==> src/hdl/lpht_pkg.sv <==
// ----------------------------------------------------------------------------
// lpht_pkg
// Shared widths and codes for the linear-probing hash table unit.
// ----------------------------------------------------------------------------
package lpht_pkg;

  localparam int KEY_W     = 63;
  localparam int HASH_W    = 32;
  localparam int VAL_W     = 64;
  localparam int COUNT_W   = 4;
  // key slot word: valid flag on top of the key
  localparam int KSLOT_W   = KEY_W + 1;

  localparam logic OP_GET = 1'b0;
  localparam logic OP_SET = 1'b1;

  localparam logic STATUS_OK   = 1'b0;
  localparam logic STATUS_FULL = 1'b1;

endpackage

==> src/hdl/linear_probe_hash_table_unit.sv <==
// ----------------------------------------------------------------------------
// linear_probe_hash_table_unit
// Open-addressing hash table with linear probing, keys and values in RAM.
// ----------------------------------------------------------------------------
// Usage:
//   Command channel: drive operation/key/key_hash/value_in and raise start;
//   the command transfers on a clock edge where start is high and busy low.
//   Result channel: done is high for exactly one cycle with found, value_out,
//   status and entries_used; the receiver must take it in that cycle.
// Sequence:
//   The start slot (key_hash mod CAPACITY) passes the hash, quotient and
//   remainder registers of the pipelined reciprocal reducer, then slots are
//   probed in turn through the key/value RAM read port (p = 1 .. CAPACITY
//   probes). done is registered from the last probe; busy drops in that
//   same edge, so the next command may transfer as the result cycle ends.
// Reset:
//   rst (synchronous) starts a clearing pass that zeroes the slot valid
//   flags in the key RAM, one slot per cycle, with busy high throughout.
//   Value RAM contents are not cleared.
// Stall:
//   The receiver cannot stall; results are never held.
// ----------------------------------------------------------------------------
module linear_probe_hash_table_unit import lpht_pkg::*; #(
  parameter int CAPACITY = 8
) (
  input  logic               clk,
  input  logic               rst,
  input  logic               start,
  output logic               busy,
  input  logic               operation,
  input  logic [KEY_W-1:0]   key,
  input  logic [HASH_W-1:0]  key_hash,
  input  logic [VAL_W-1:0]   value_in,
  output logic               done,
  output logic               found,
  output logic [VAL_W-1:0]   value_out,
  output logic               status,
  output logic [COUNT_W-1:0] entries_used
);

  localparam int IW = $clog2(CAPACITY);
  localparam int UW = $clog2(CAPACITY + 1);
  localparam logic [IW-1:0] LAST_IDX = IW'(CAPACITY - 1);

  localparam logic [1:0] ST_CLEAR = 2'd0;
  localparam logic [1:0] ST_IDLE  = 2'd1;
  localparam logic [1:0] ST_HASH  = 2'd2;
  localparam logic [1:0] ST_PROBE = 2'd3;

  logic [1:0]        state;
  logic [1:0]        state_next;
  logic [IW-1:0]     idx;
  logic [IW-1:0]     idx_adv;
  logic [IW-1:0]     pcnt;
  logic [UW-1:0]     used_count;
  logic [UW-1:0]     used_next;
  logic [UW+COUNT_W-1:0] used_ext;

  logic              op_r;
  logic [KEY_W-1:0]  key_r;
  logic [VAL_W-1:0]  val_r;

  logic              accept;
  logic              mod_done;
  logic [IW-1:0]     mod_rem;

  logic              kram_we;
  logic [IW-1:0]     kram_waddr;
  logic [KSLOT_W-1:0] kram_wdata;
  logic              vram_we;
  logic [IW-1:0]     raddr;
  logic [KSLOT_W-1:0] kdata;
  logic [VAL_W-1:0]  vdata;

  logic              hit;
  logic              empty;
  logic              stop;
  logic              finish;
  logic              claim;

  assign accept = start && !busy;
  assign busy   = (state != ST_IDLE);

  lpht_hmod #(.CAPACITY(CAPACITY), .IW(IW)) u_hmod (
    .clk   (clk),
    .rst   (rst),
    .start (accept),
    .hash  (key_hash),
    .done  (mod_done),
    .rem   (mod_rem)
  );

  lpht_ram #(.WIDTH(KSLOT_W), .DEPTH(CAPACITY), .AW(IW)) u_key_ram (
    .clk   (clk),
    .we    (kram_we),
    .waddr (kram_waddr),
    .wdata (kram_wdata),
    .raddr (raddr),
    .rdata (kdata)
  );

  lpht_ram #(.WIDTH(VAL_W), .DEPTH(CAPACITY), .AW(IW)) u_val_ram (
    .clk   (clk),
    .we    (vram_we),
    .waddr (idx),
    .wdata (val_r),
    .raddr (raddr),
    .rdata (vdata)
  );

  // probe decision on the slot read last cycle (address idx)
  assign hit    = kdata[KSLOT_W-1] && (kdata[KEY_W-1:0] == key_r);
  assign empty  = !kdata[KSLOT_W-1];
  assign stop   = hit || empty;
  assign finish = (state == ST_PROBE) && (stop || (pcnt == LAST_IDX));
  assign claim  = finish && (op_r == OP_SET) && empty;

  assign idx_adv = (idx == LAST_IDX) ? '0 : idx + 1'b1;
  // next slot (idx + 1, wrapping) is fetched speculatively while slot idx is decided
  assign raddr   = (state == ST_HASH) ? mod_rem : idx_adv;

  always_comb begin
    kram_we    = 1'b0;
    kram_waddr = idx;
    kram_wdata = {1'b1, key_r};
    vram_we    = 1'b0;
    if (state == ST_CLEAR) begin
      kram_we    = 1'b1;
      kram_wdata = '0;
    end else if (finish && (op_r == OP_SET) && stop) begin
      kram_we = 1'b1;
      vram_we = 1'b1;
    end
  end

  always_comb begin
    used_next = used_count;
    if (claim && (used_count < UW'(CAPACITY))) begin
      used_next = used_count + 1'b1;
    end
  end
  assign used_ext = {{COUNT_W{1'b0}}, used_next};

  always_comb begin
    state_next = state;
    case (state)
      ST_CLEAR: if (idx == LAST_IDX) state_next = ST_IDLE;
      ST_IDLE:  if (accept) state_next = ST_HASH;
      ST_HASH:  if (mod_done) state_next = ST_PROBE;
      ST_PROBE: if (finish) state_next = ST_IDLE;
      default:  state_next = ST_IDLE;
    endcase
  end

  always_ff @(posedge clk) begin
    if (rst) begin
      state      <= ST_CLEAR;
      idx        <= '0;
      pcnt       <= '0;
      used_count <= '0;
      done       <= 1'b0;
    end else begin
      state      <= state_next;
      used_count <= used_next;
      done       <= finish;
      case (state)
        ST_CLEAR: idx <= idx_adv;
        ST_HASH: begin
          idx  <= mod_rem;
          pcnt <= '0;
        end
        ST_PROBE: begin
          if (!finish) begin
            idx  <= idx_adv;
            pcnt <= pcnt + 1'b1;
          end
        end
        default: ;
      endcase
    end
  end

  always_ff @(posedge clk) begin
    if (accept) begin
      op_r  <= operation;
      key_r <= key;
      val_r <= value_in;
    end
    if (finish) begin
      found        <= hit;
      value_out    <= ((op_r == OP_GET) && hit) ? vdata : '0;
      status       <= ((op_r == OP_SET) && !stop) ? STATUS_FULL : STATUS_OK;
      entries_used <= used_ext[COUNT_W-1:0];
    end
  end

`ifndef NO_ASSERTIONS
  a_done_after_probe: assert property (@(posedge clk) disable iff (rst)
    done |-> ($past(state) == ST_PROBE))
    else $error("result strobe without a probe");

  a_full_not_found: assert property (@(posedge clk) disable iff (rst)
    done |-> !(status && found))
    else $error("full status together with found");

  a_count_bound: assert property (@(posedge clk) disable iff (rst)
    used_count <= UW'(CAPACITY))
    else $error("entry count above capacity");

  a_accept_busy: assert property (@(posedge clk) disable iff (rst)
    (start && !busy) |=> busy)
    else $error("busy not raised after command transfer");
`endif

endmodule

==> src/hdl/lpht_ram.sv <==
// ----------------------------------------------------------------------------
// lpht_ram
// Generic simple dual-port RAM: one write port, one read port, registered read.
// ----------------------------------------------------------------------------
module lpht_ram #(
  parameter int WIDTH = 64,
  parameter int DEPTH = 8,
  parameter int AW    = $clog2(DEPTH)
) (
  input  logic             clk,
  input  logic             we,
  input  logic [AW-1:0]    waddr,
  input  logic [WIDTH-1:0] wdata,
  input  logic [AW-1:0]    raddr,
  output logic [WIDTH-1:0] rdata
);

  logic [WIDTH-1:0] mem [DEPTH];

  always_ff @(posedge clk) begin
    if (we) begin
      mem[waddr] <= wdata;
    end
    rdata <= mem[raddr];
  end

endmodule

==> src/hdl/lpht_hmod.sv <==
// ----------------------------------------------------------------------------
// lpht_hmod
// Hash modulo capacity by reciprocal multiplication, pipelined through the
// hash, quotient and remainder registers; done pulses with the remainder.
// ----------------------------------------------------------------------------
module lpht_hmod import lpht_pkg::*; #(
  parameter int CAPACITY = 8,
  parameter int IW       = $clog2(CAPACITY)
) (
  input  logic              clk,
  input  logic              rst,
  input  logic              start,
  input  logic [HASH_W-1:0] hash,
  output logic              done,
  output logic [IW-1:0]     rem
);

  // MAGIC = ceil(2^(HASH_W+IW) / CAPACITY); the quotient is exact for any hash
  localparam logic [63:0]     SCALE   = 64'd1 << (HASH_W + IW);
  localparam logic [63:0]     MAGIC64 = (SCALE + 64'(CAPACITY) - 64'd1) / 64'(CAPACITY);
  localparam logic [HASH_W:0] MAGIC   = MAGIC64[HASH_W:0];
  localparam logic [IW-1:0]   CAP_LO  = IW'(CAPACITY);

  logic [HASH_W-1:0] h_r;
  logic [IW-1:0]     h_lo;
  logic [IW-1:0]     q_lo;
  logic [IW-1:0]     qd_lo;
  logic [2*HASH_W:0] prod;
  logic              v1;
  logic              v2;
  logic [IW-1:0]     r;

  assign prod  = {{(HASH_W+1){1'b0}}, h_r} * {{HASH_W{1'b0}}, MAGIC};
  // remainder is below 2^IW, so only the low IW bits of q * CAPACITY matter
  assign qd_lo = q_lo * CAP_LO;

  always_ff @(posedge clk) begin
    if (rst) begin
      v1   <= 1'b0;
      v2   <= 1'b0;
      done <= 1'b0;
    end else begin
      v1   <= start;
      v2   <= v1;
      done <= v2;
    end
  end

  always_ff @(posedge clk) begin
    if (start) begin
      h_r <= hash;
    end
    if (v1) begin
      q_lo <= prod[HASH_W+IW +: IW];
      h_lo <= h_r[IW-1:0];
    end
    if (v2) begin
      r <= h_lo - qd_lo;
    end
  end

  assign rem = r;

endmodule
==> config.mk <==
export PLATFORM = sky130hd
export DESIGN_NAME = linear_probe_hash_table_unit
export DESIGN_NICKNAME = d
export VERILOG_FILES = /design/src/hdl/lpht_pkg.sv /design/src/hdl/linear_probe_hash_table_unit.sv /design/src/hdl/lpht_ram.sv /design/src/hdl/lpht_hmod.sv
export SDC_FILE = /design/constraint.sdc
export NUM_CORES = 2
export LEC_CHECK = 0
export ABC_AREA = 1
export BUFFER_PORTS_ARGS = -buffer_cell sky130_fd_sc_hd__buf_2
export CAP_MARGIN = 20
export CORE_MARGIN = 3
export CORE_UTILIZATION = 35
export DETAILED_ROUTE_END_ITERATION = 10
export HOLD_SLACK_MARGIN = 0.15
export PLACE_DENSITY = 0.49
export SLEW_MARGIN = 20
export SYNTH_ARGS = -nofsm -noshare
export SYNTH_HDL_FRONTEND = slang
export SYNTH_SLANG_ARGS = --single-unit
==> constraint.sdc <==
create_clock -name clk -period 14.8 [get_ports clk]
set_input_delay 4.44 -clock clk [delete_from_list [all_inputs] [get_ports clk]]
set_output_delay 4.44 -clock clk [all_outputs]
set_load 0.02 [all_outputs]
# --- After elaboration in Yosys (flattened, before gate mapping) ---
# Memory sizes are Yosys's and may differ from the RTL's. A register that Yosys moved wholly into a read port is not among the register bits.
# Cells that the tools add are included.
totals:
  ff_bits: 223
  mem_bits_rw: 1024
  in_bits: 163
  out_inout_bits: 72
  wordCells: 78
  memories: 2
classes:
  n_addsub: 3
  order_cmp: 1
  eq_ne: 12
  mux: 21
  n_bitwise: 1
  reduce_logical: 20
memory_table:
  columns: ["name", "words", "width", "rd", "rd_ports_with_merged_regs", "write_ports", "line", "text"]
  rows:
  - ["u_key_ram.mem", 8, 64, 1, 1, 1, "lpht_ram.sv:18", "logic [WIDTH-1:0] mem [DEPTH];"]
  - ["u_val_ram.mem", 8, 64, 1, 1, 1, "lpht_ram.sv:18", null]
ops:
  columns: ["cell", "count"]
  rows:
  - ["two-way mux 64 bit", 1]
  - ["equality test 63 bit", 1]
  - ["two-way mux 3 bit", 4]
  - ["logical AND 1 bit", 9]
  - ["one-hot mux 3 bit (3 select lines)", 1]
  - ["two-way mux 1 bit", 8]
  - ["two-way mux 2 bit", 4]
  - ["one-hot mux 2 bit (4 select lines)", 1]
  - ["adder 3 x 1 -> 3 bit (second input constant)", 2]
  - ["equality test 3 bit (second input constant)", 2]
  - ["inequality test 2 x 1 -> 1 bit (second input constant)", 3]
  - ["inequality test 2 bit (second input constant)", 3]
  - ["one-hot mux 3 bit (2 select lines)", 1]
  - ["adder 4 x 1 -> 4 bit (second input constant)", 1]
  - ["equality test 2 bit (second input constant)", 2]
  - ["less-than comparator 4 bit (second input constant)", 1]
  - ["two-way mux 4 bit", 1]
  - ["AND reduction 2 bit", 2]
  - ["AND reduction 4 bit", 1]
  - ["zero test 1 bit", 3]
  - ["nonzero test 3 bit", 1]
  - ["equality test 2 x 1 -> 1 bit (second input constant)", 1]
  - ["zero test 2 bit", 1]
  - ["logical OR 1 bit", 2]
  - ["other kinds (2)", 2]

# --- Depth between registers and ports, before layout ---
depth:
  word_depth: 11
  depth_mapped: 16
  depth_no_buf: 16

# --- Modules after synthesis ---
# Synthesis repeated with hierarchy kept, for this count alone.
hier_totals:
  hier_cells: 5481
  area_unflattened_um2: 56646.8
by_module_without_submodules:
  columns: ["mod", "instances", "cells_each", "area_each_um2", "seq_area_each_um2"]
  rows:
  - ["lpht_ram", 2, 2294, 23657.7, 16656.0]
  - ["linear_probe_hash_table_unit", 1, 875, 8978.6, 6206.0]
  - ["lpht_hmod", 1, 18, 352.8, 330.3]

# --- Worst setup path before layout ---
# Ideal clock, no wire load.
synth_timing:
  kind: "register to register"
  from: "reg key_r[42]"
  to: "mem u_val_ram.mem[0][0], enable pin"
  setup_time_ns: 0.565
  arrival_ns: 7.370
  t_required_ns: 14.235
  setup_slack_ns: 6.865
  stages_incl_launch_ff: 13
  path_cell_list: "edfxtp_1 -> xor2_1 -> nor2_1 -> nand2_1 -> nor2_1 -> nand2_1 -> nor2_1 -> nand2_1 -> nand3_1 -> nand2_1 -> inv_1 -> nand3_2 -> nor3_1"
synth_between:
  elab_chain_cells: 11
synth_rtl:
  columns: ["element", "line", "text"]
  rows:
  - ["from (decl)", "linear_probe_hash_table_unit.sv:60", "logic [KEY_W-1:0] key_r;"]
  - ["from (signal assigned)", "linear_probe_hash_table_unit.sv:186", "key_r <= key;"]
  - ["equality test 63 bit", "linear_probe_hash_table_unit.sv:112", "assign hit = kdata[KSLOT_W-1] && (kdata[KEY_W-1:0] == key_r);"]
  - ["logical AND 1 bit", "linear_probe_hash_table_unit.sv:112", null]
  - ["logical OR 1 bit", "linear_probe_hash_table_unit.sv:114", "assign stop = hit || empty;"]
  - ["logical OR 1 bit", "linear_probe_hash_table_unit.sv:115", "assign finish = (state == ST_PROBE) && (stop || (pcnt == LAST_IDX));"]
  - ["logical AND 1 bit", "linear_probe_hash_table_unit.sv:115", null]
  - ["named net finish", "linear_probe_hash_table_unit.sv:78", "logic finish;"]
  - ["logical AND 1 bit (2 in series)", "linear_probe_hash_table_unit.sv:130", "end else if (finish && (op_r == OP_SET) && stop) begin"]
  - ["two-way mux 1 bit", "linear_probe_hash_table_unit.sv:130", null]
  - ["two-way mux 1 bit", "linear_probe_hash_table_unit.sv:127", "if (state == ST_CLEAR) begin"]
  - ["two-way mux 1 bit", "lpht_ram.sv:21", "if (we) begin"]
  - ["two-way mux 1 bit (implied by the code)", "lpht_ram.sv:22", "mem[waddr] <= wdata;"]
  - ["to (decl)", "lpht_ram.sv:18", null]
# The timed path passes the listed nets, and every way through them passes these cells.

# --- Final worst setup path ---
layout_timing:
  from: "in start"
  to: "reg val_r[24], enable pin"
layout_between:
  elab_chain_cells: 1
layout_rtl:
  columns: ["element", "line", "text"]
  rows:
  - ["from (decl)", "linear_probe_hash_table_unit.sv:28", "input logic start,"]
  - ["logical AND 1 bit", "linear_probe_hash_table_unit.sv:81", "assign accept = start && !busy;"]
  - ["named net accept", "linear_probe_hash_table_unit.sv:63", "logic accept;"]
  - ["to (signal assigned)", "linear_probe_hash_table_unit.sv:187", "val_r <= value_in;"]
  - ["to (decl)", "linear_probe_hash_table_unit.sv:61", "logic [VAL_W-1:0] val_r;"]
# The timed path passes the listed nets, and every way through them passes these cells.
# A chain may end at the register's enable or synchronous reset.

==> impl_metrics.json <==
{
  "finalCriticalPeriod_ns": 6.368,
  "synth_top_family_by_area": "simple AND/OR/NAND/NOR gates",
  "start_util": 0.3541,
  "postCtsSetupBuffers": 0,
  "end_kind": "flip-flop",
  "viasPerCell": 4.814,
  "core_region_area_um2": 144200,
  "timing.final.crit_share": 0.4303,
  "crit_top_cell": "buf_4",
  "rsz0062_at_grt": "no",
  "clock_sinks": 1375,
  "drc": 0,
  "area_growth_pct": 15.31,
  "cts-root-buf": "clkbuf_16",
  "hold_path_depth": 0,
  "drtPass1Iterations": 6,
  "synthAdderAreaFrac": 0.002206,
  "hold_violations": 0,
  "met3_length_mm": 6.020,
  "hold_class": "flip-flop to flip-flop",
  "clock_latency_ns": 0.77,
  "worst_slew_pin_slew_ns": 1.053,
  "critPathSlowestCell": "buf_4",
  "worstPathRequired_ns": 15.18,
  "place_area_um2": 54150,
  "setup_violations": 0,
  "grt_max_degree": 193,
  "slew_viol_final": 0,
  "wl_met1_mm": 56.40,
  "synth_flop_cell": "edfxtp_1",
  "dieArea_um2": 150500,
  "cp_cell_sequence": "buf_2 > nand2_1 > inv_6 > buf_4 > buf_4",
  "drive_above_1_share": 0.1159,
  "cpPeakStageDelay_ns": 0.88,
  "min-delay-start": "u_hmod.h_lo[1]",
  "yosysSeqAreaShare": 0.7805,
  "synth.avg_cell_area_um2": 12.95,
  "rr_endpoint": "u_key_ram.mem[0][17]",
  "startpoint_type": "primary input",
  "grt_pass1_wl_mm": 182.4,
  "vias": 29700,
  "place_hpwl_mm": 58.63,
  "tns_ns": 0,
  "die_y_um": 387.9,
  "ir_worst_vdd_mv": 0.2482,
  "r2r_cells": 16,
  "yosys_warnings": 0,
  "top_layer_used": "met5",
  "setup_ws_ns": 8.432,
  "setup.worst_path.class": "primary input to flip-flop",
  "cts.clk_slew.worst_paths_ns": 0.06,
  "final_antenna_net_count": 0,
  "rows": 139,
  "design_area_um2": 58870,
  "met2_length_mm": 56.86,
  "clockBufferDepth": 3,
  "relSlewSlack": 0.2963,
  "place_congestion": 0.7212,
  "holdPathEnd": "u_hmod.rem[1]",
  "grt_util_all_layers": 0.1599,
  "layout_commonest_cell": "edfxtp_1",
  "avgRoutedWirePerCell_um": 19.71,
  "cts_made_buffers": 148,
  "final_util": 0.4083,
  "fin_skew_ns": 0.03154,
  "drt_wl_total_mm": 121.6,
  "async_flop_share": 0,
  "power_density_nw_per_um2": 218.7,
  "ctsHtreeMaxLevel": 4,
  "run_status": "finished clean",
  "grt_pass1_vias": 28990,
  "cp.arrival_ns": 6.75,
  "rr_startpoint": "key_r[3]",
  "syn_inst": 3942,
  "fillers": 13430,
  "synth_compound_gate_area_share": 0.08361,
  "mostFrequentLayoutCells": "edfxtp_1, nor2_1, o21ai_0, nand2_1, inv_1",
  "dp_slack_ns": 7.549,
  "synth-xor-area-share": 0.001029,
  "postCtsHoldBufs": 0,
  "max_freq_ghz": 0.1570,
  "die_x_um": 387.9,
  "r2r_slack_ns": 9.67,
  "syn-num-nets": 4114,
  "cts_resized": 0,
  "fin_nets": 4310,
  "first_iter_violations": 1968,
  "yosysUniqueCellTypes": 26,
  "antenna_found_initial": 10,
  "muxShareOfSynthArea": 0.0001960,
  "crit_path_max_fanout": 57,
  "synth_area_um2": 51060,
  "synth-simple-area-share": 0.09866,
  "synth_edf_count": 1231,
  "port_buffers": 205,
  "io_pins": 235,
  "ys_ff_latch": 1375,
  "power_leakage_nw": 20.63,
  "timing.max_cap.violations": 0,
  "overflow": 0,
  "cts_tree": "done"
}
-- kinds of logic after synthesis --
group	count (synthesis)
buffers and inverters	435
AND/OR/NAND/NOR	1331
flip-flops	1375
multiplexers	1
AO/OA/AOI/OAI	785
XOR/XNOR	6
adder cells (fa/ha/maj)	9
-- power by group --
part / internal (mW) / switching, mW / total, mW
Combinational: 1.17 / 2.95 / 4.12
Clock: 2.08 / 1.49 / 3.57
Sequential: 5.01 / 0.176 / 5.19
Total: 8.26 / 4.62 / 12.9
-- cell type report --
cell class	instances	area, µm²	area share
flip-flops and latches	1375	39850	0.6769
multi-input cells	2132	9609	0.1632
clock buffers	203	4128	0.07011
inverters	223	858.3	0.01458
repair buffers	258	1449	0.02461
clock inverters	70	584.3	0.009925
well taps	1903	2381	0.04044
diodes	6	15.01	0.0002550
-- critical path: cells and delay by family --
family	cells	cell delay, ns
AND/OR/NAND/NOR	1	0.13
buffers and inverters	4	2.08
-- metrics by stage --
step | total power [mW] | cells | hold slack, ns
CTS | 13.09 | 6164 | 0.4110
finish | 12.88 | 6170 | 0.4154
floorplan | 8.187 | 3942 | 0.4003
global placement | 9.467 | 5891 | 0.4072
detailed placement | 9.484 | 5891 | 0.4107
global route | 13.77 | 6164 | 0.4120
-- routing by layer --
metal  global-route usage  vias to the layer above
met2               0.2602                      613
li1                     -                    14310
met4              0.04458                        6
met3              0.02823                      165
met1               0.2207                    14610
met5                    0                        -
-- worst max-delay path by stage --
| stage | start | endpoint | slack, ns |
|---|---|---|---|
| 2_1_floorplan | key_r[42] | u_val_ram.mem[0][0] | 6.87 |
| 3_3_place_gp | start | val_r[24] | 7.59 |
| 3_5_place_dp | start | val_r[24] | 7.55 |
| 4_1_cts | start | val_r[1] | 8.37 |
| 5_1_grt | start | val_r[1] | 8.28 |
| 6_report | start | val_r[24] | 8.43 |
-- state kept, by name (all words and copies together), names as in the netlist, 2 cells and up --
signal           flops
val_r               64
pcnt                 3
idx                  3
u_val_ram.rdata     64
key_r               63
state                2
u_val_ram.mem      512
u_hmod.h_r           3
u_key_ram.mem      512
entries_used         4
u_key_ram.rdata     64
u_hmod.h_lo          3
used_count           4
u_hmod.rem           3
value_out           64
-- synth_stat cells (9+ instances only) --
cell	count	area (µm²)
nand2_1	221	829.6
nor3_1	16	80.08
o21ai_1	45	225.2
o22ai_1	129	807.0
clkbuf_1	130	488.0
ha_1	9	112.6
o21ai_0	471	2357
a31oi_1	128	800.8
buf_2	73	365.4
nor2_1	1084	4069
a21oi_1	10	50.05
edfxtp_1	1231	36970
inv_1	221	829.6
dfxtp_1	144	2883
(Power assumes the default switching activity.)
